--- src/hw/rtl/ptec_pkg.sv ---
// Package for the partition table entry checker: widths, magic codes,
// alignment and flag constants, status codes and the shared struct types.
// No dependencies.
`default_nettype none

package ptec_pkg;

   localparam int unsigned MaxEntriesDefault = 95;
   localparam int unsigned CountWidth        = 7;
   localparam int unsigned OffsetWidth       = 32;
   localparam int unsigned EndWidth          = 33;

   localparam logic [15:0] MagicEntry = 16'h50aa;
   localparam logic [15:0] MagicMd5   = 16'hebeb;
   localparam logic [15:0] MagicEnd   = 16'hffff;

   localparam logic [31:0] AlignApp      = 32'h0001_0000;
   localparam logic [31:0] AlignOther    = 32'h0000_1000;
   localparam logic [31:0] FlagEncrypted = 32'h0000_0001;
   localparam logic [31:0] FlagReadOnly  = 32'h0000_0002;

   localparam logic [7:0] TypeApp = 8'h00;

   typedef logic [CountWidth-1:0] count_type;

   typedef enum logic [2:0] {
      ST_ACCEPTED  = 3'd0,
      ST_END       = 3'd1,
      ST_MD5       = 3'd2,
      ST_BAD_MAGIC = 3'd3,
      ST_FULL      = 3'd4,
      ST_IGNORED   = 3'd5
   } status_type;

   typedef struct packed {
      logic        first_entry;
      logic [15:0] entry_magic;
      logic [7:0]  entry_type;
      logic [7:0]  entry_subtype;
      logic [31:0] flash_offset;
      logic [31:0] flash_length;
      logic [31:0] part_flags;
   } req_payload_type;

   typedef struct packed {
      status_type status;
      count_type  entry_index;
      logic       is_empty;
      logic       is_misaligned;
      logic       does_overlap;
      logic       is_encrypted;
      logic       is_read_only;
      count_type  stored_total;
   } rsp_payload_type;

   typedef struct packed {
      logic                   start;
      count_type              limit;
      logic [OffsetWidth-1:0] item_start;
      logic [EndWidth-1:0]    item_end;
   } scan_ctrl_type;

   typedef struct packed {
      logic done;
      logic hit;
   } scan_stat_type;

endpackage

`default_nettype wire

--- src/hw/rtl/ptec_scan_seq.sv ---
// Overlap scan sequencer: walks stored ranges one per cycle through the
// range memory read port and runs one shared range compare. Uses ptec_pkg.
`default_nettype none

module ptec_scan_seq
   import ptec_pkg::*;
#(
   parameter int unsigned MaxEntries = MaxEntriesDefault,
   parameter int unsigned AddrWidth  = 7
) (
   input  logic                   clock,
   input  logic                   reset,
   input  scan_ctrl_type          ctrl,
   output scan_stat_type          stat,
   output logic [AddrWidth-1:0]   rd_addr,
   input  logic [OffsetWidth-1:0] rd_start,
   input  logic [EndWidth-1:0]    rd_end
);

   typedef enum logic [2:0] {
      S_IDLE = 3'b001,
      S_RUN  = 3'b010,
      S_DONE = 3'b100
   } seq_state_type;

   seq_state_type          state_ff, state_in;
   count_type              issue_ff, issue_in;
   logic                   rd_vld_ff, rd_vld_in;
   logic                   hit_ff, hit_in;
   count_type              limit_ff, limit_in;
   logic [OffsetWidth-1:0] start_ff, start_in;
   logic [EndWidth-1:0]    end_ff, end_in;
   logic                   issuing;
   logic                   range_hit;

   assign issuing   = (issue_ff != limit_ff);
   assign range_hit = ({1'b0, start_ff} < rd_end) && ({1'b0, rd_start} < end_ff);

   always_comb begin
      state_in  = state_ff;
      issue_in  = issue_ff;
      rd_vld_in = 1'b0;
      hit_in    = hit_ff;
      limit_in  = limit_ff;
      start_in  = start_ff;
      end_in    = end_ff;
      case (state_ff)
         S_IDLE, S_DONE: begin
            if (ctrl.start) begin
               state_in = S_RUN;
               issue_in = '0;
               hit_in   = 1'b0;
               limit_in = ctrl.limit;
               start_in = ctrl.item_start;
               end_in   = ctrl.item_end;
            end
         end
         S_RUN: begin
            rd_vld_in = issuing;
            if (issuing) begin
               issue_in = issue_ff + count_type'(1);
            end
            if (rd_vld_ff && range_hit) begin
               hit_in = 1'b1;
            end
            if (!issuing && !rd_vld_ff) begin
               state_in = S_DONE;
            end
         end
         default: begin
            state_in = S_IDLE;
         end
      endcase
   end

   always_ff @(posedge clock) begin
      if (reset) begin
         state_ff  <= S_IDLE;
         issue_ff  <= '0;
         rd_vld_ff <= 1'b0;
         hit_ff    <= 1'b0;
         limit_ff  <= '0;
      end else begin
         state_ff  <= state_in;
         issue_ff  <= issue_in;
         rd_vld_ff <= rd_vld_in;
         hit_ff    <= hit_in;
         limit_ff  <= limit_in;
      end
   end

   always_ff @(posedge clock) begin
      start_ff <= start_in;
      end_ff   <= end_in;
   end

   assign rd_addr   = issue_ff[AddrWidth-1:0];
   assign stat.done = (state_ff == S_DONE);
   assign stat.hit  = hit_ff;

`ifndef SYNTH
   a_issue_bound: assert property (@(posedge clock) disable iff (reset)
      issue_ff <= limit_ff)
      else $error("scan issued past stored count");

   a_limit_bound: assert property (@(posedge clock) disable iff (reset)
      limit_ff <= count_type'(MaxEntries))
      else $error("scan limit beyond table depth");

   a_done_after_run: assert property (@(posedge clock) disable iff (reset)
      (state_ff == S_RUN && !issuing && !rd_vld_ff) |=> (state_ff == S_DONE))
      else $error("scan did not finish after last compare");
`endif

endmodule

`default_nettype wire

--- config.mk ---
export PLATFORM = sky130hd
export DESIGN_NAME = ptec_scan_seq
export DESIGN_NICKNAME = d
export VERILOG_FILES = /design/src/hw/rtl/ptec_pkg.sv /design/src/hw/rtl/ptec_scan_seq.sv
export SDC_FILE = /design/constraint.sdc
export NUM_CORES = 1
export LEC_CHECK = 0
export BUFFER_PORTS_ARGS = -buffer_cell sky130_fd_sc_hd__buf_2
export CAP_MARGIN = 10
export CORE_UTILIZATION = 55
export CTS_CLUSTER_SIZE = 40
export DETAILED_ROUTE_END_ITERATION = 8
export GPL_ROUTABILITY_DRIVEN = 0
export PLACE_DENSITY = 0.87
export RECOVER_POWER = 100
export SLEW_MARGIN = 40
export SYNTH_ARGS = -nofsm -noshare
export SYNTH_HDL_FRONTEND = slang
export SYNTH_SLANG_ARGS = --single-unit
--- constraint.sdc ---
create_clock -name clock -period 6.2 [get_ports clock]
set_input_delay 0 -clock clock [delete_from_list [all_inputs] [get_ports clock]]
set_output_delay 0 -clock clock [all_outputs]
set_load 0.03 [all_outputs]
==> impl_metrics.env <==
export IMPL_cts_sinks=84
export IMPL_ys_ff_latch=84
export IMPL_worst_setup_path_end_kind="flip-flop"
export IMPL_hpwl_um=7360
export IMPL_dieWidth_um=91.6
export IMPL_syn_inst=385
export IMPL_combPwrFrac_pct=17.7
export IMPL_p_per_area_nw_per_um2=209
export IMPL_vdd_drop_max_uv=130
export IMPL_start_kind="flip-flop"
export IMPL_seq_area_um2=2330
export IMPL_async_flop_share_pct=0
export IMPL_viasPerCell=5.14
export IMPL_min_period_ps=3820
export IMPL_grt_pass1_wl_um=18200
export IMPL_cts_tree="built"
export IMPL_clkPwrFrac_pct=31.2
export IMPL_violations="capacitance limit, slew limit"
export IMPL_dr_pass1_iters=4
export IMPL_core_area_um2=7730
export IMPL_drt_iter0_drc=105
export IMPL_multi_input_area_um2=1820
export IMPL_fin_nets=824
export IMPL_postSynthAreaPerCell_um2=11.5
export IMPL_cp_data_required_time_ps=6430
export IMPL_cts_made_buffers=9
export IMPL_cts_path_max_buffers=2
export IMPL_grt_use_total_pct=28.5
export IMPL_crit_start="state_ff[2]"
export IMPL_num_vias=3743
export IMPL_io_buffers=148
export IMPL_clock_skew_ps=6.71
export IMPL_final_core_util_pct=80.8
export IMPL_placed_cell_area_um2=5280
export IMPL_path_class="reg -> reg"
export IMPL_hold_class="in -> reg"
export IMPL_fin_setup_tns_ps=0
export IMPL_status="complete, but fails checks"
export IMPL_p_sw_w=0.000330
export IMPL_die_h_um=91.6
export IMPL_path_max_fanout=48
export IMPL_areaGrowthSynthToFinish_pct=41.6
export IMPL_arrival_ps=4050
export IMPL_io_pins=149
export IMPL_synth_nets=588
export IMPL_cts_hold_buf=78
export IMPL_ys_seq_area_share_pct=52.9
export IMPL_grt_pass1_vias=4165
export IMPL_synth_edf_count=65
export IMPL_min_period_over_period_pct=61.6
export IMPL_drive_above_1_share_pct=25.2
export IMPL_slew_viol_final=49
export IMPL_cts_setup_buffers=0
export IMPL_rr_startpoint="state_ff[2]"
export IMPL_dp_cells=634
export IMPL_setup_viol=0
export IMPL_seqPwrFrac_pct=51.1
export IMPL_p_int_w=0.000972
export IMPL_swShare_pct=25.3
export IMPL_rsz0062_at_grt="false"
export IMPL_synthFlopType="edfxtp_1"
export IMPL_dieArea_um2=8380
export IMPL_hold_viol=0
export IMPL_finalInstanceArea_um2=6250
export IMPL_wl_um=11200
export IMPL_grt_max_degree=49
export IMPL_r2r_slack_ps=2380
export IMPL_rows=32
export IMPL_cap_violations=1
export IMPL_leakage_nw=3.00
export IMPL_ant_nets=0
export IMPL_slew_headroom_pct=-74.2
export IMPL_start_util_pct=57.1
export IMPL_min_from="ctrl[72]"
export IMPL_synth_warnings=0
export IMPL_path_clk_slew_ps=90
export IMPL_antenna_found_initial=0
export IMPL_insertion_delay_ps=350
export IMPL_max_freq_ghz=0.262
export IMPL_syn_area_um2=4410
export IMPL_n_antenna_cell=0
export IMPL_h_tree_depth=3
export IMPL_synth_distinct_cells=46
export IMPL_tightest_slew_ps=2610
export IMPL_gr_total_overflow=0
export IMPL_drc=0
export IMPL_fillers=480
export IMPL_wl_per_cell_um=15.4
export IMPL_ctsRootBufferMaster="clkbuf_8"
export IMPL_stdcell_count=728
export IMPL_cts_resized=0
## state kept, by name, indices dropped and copies added, names as in the netlist
register / cells
state_ff: 3
limit_ff: 7
start_ff: 32
hit_ff: 1
rd_addr: 7
rd_vld_ff: 1
end_ff: 33
## final cells by class
class / count / share of cell area (%)
timing repair buffer: 228 / 24.3
inverter: 66 / 3.97
multi-input combinational: 232 / 29.1
sequential: 84 / 37.3
tap: 102 / 2.04
clock buffer: 10 / 2.20
clock inverter: 6 / 1.12
## synthesized netlist by cell type (2+ instances only)
library cell	number	area, um2
nand3_1	9	45.0
nor3_1	5	25.0
nand2_1	18	67.6
xor2_1	10	87.6
nand2b_1	4	25.0
nor2_1	22	82.6
nand4_1	8	50.1
a211oi_1	2	15.0
mux2i_1	7	70.1
a221oi_1	2	17.5
ha_1	63	788
o21bai_1	2	15.0
nor3b_1	3	22.5
a21o_1	6	45.0
inv_1	65	244
dfxtp_1	19	380
and4_1	6	52.6
or3_1	2	12.5
edfxtp_1	65	1950
a21oi_1	28	140
o211ai_1	2	15.0
and4b_1	2	20.0
o21ai_0	12	60.1
## placed cells by master (no fill, tap or decap), types with 2 or more instances in the layout
cell and count:
dlygate4sd3_1 78, a21oi_1 28, xor2_1 10, nor2_1 22, inv_6 2, o21bai_1 2
o21ai_0 12, inv_1 66, nand4_1 8, and4b_1 2, nor3b_1 3, buf_2 137
a221oi_1 2, nand2b_1 4, and4_1 6, edfxtp_1 65, clkbuf_1 13, dfxtp_1 19
a21o_1 6, clkinv_4 2, nor3_1 5, nand2_1 18, clkbuf_8 10, a211oi_1 2
o211ai_1 2, mux2i_1 7, nand3_1 9, or3_1 2, ha_1 63
## power groups by stage
stage / sequential (W) / combinational [W] / clock (W)
after global routing: 0.000669 / 0.000259 / 0.000434
final: 0.000665 / 0.000231 / 0.000407
after floorplan: 0.000675 / 0.000107 / 0
after CTS: 0.000663 / 0.000225 / 0.000411
after global placement: 0.000673 / 0.000172 / 0
after detailed placement: 0.000676 / 0.000185 / 0
## critical path, cell delays in order (launching register included)
cell	delay, ps
dfxtp_1	420
xnor2_1	120
nor3b_1	250
clkbuf_1	1890
mux2i_1	340
nor2_1	80
dlygate4sd3_1	590
## metrics by stage
stage                     hold WS [ps]  power [W]  setup WS (ps)
final                             87.4    0.00130           2380
after global routing               126    0.00136           2040
after floorplan                   71.6   0.000781           2900
after global placement             176   0.000845           4200
after CTS                         53.5    0.00130           3910
after detailed placement           178   0.000860           4100
## path summary, 6_finish.rpt
path	endpoint	depth (start not counted)
setup reg to reg	limit_ff[3]	6
hold reg to reg	hit_ff	2
hold / removal	state_ff[2]	4
setup / recovery	limit_ff[3]	6
## logic make-up (layout without fill, tap and decap cells)
family,Yosys count,after routing,synth area share (%)
AOI/OAI and AO/OA,61,61,8.40
xor gates and xnor gates,11,11,2.18
adders and majority gates,63,63,17.9
buffers and inverters,69,310,5.96
DFF,84,84,52.9
muxes,7,7,1.59
and+or+nand+nor,90,90,11.1
## metal layers
metal	wire, um	part of all wire [%]	vias up	track usage [%]
met2	6130	55	116	56.1
met3	549	4.9	25	5.95
met5	0	0	-	0
met1	4290	38	1760	29.2
met4	274	2.4	0	9.79
li1	-	-	1842	-
Note: power is estimated with default switching activity, not from simulation.
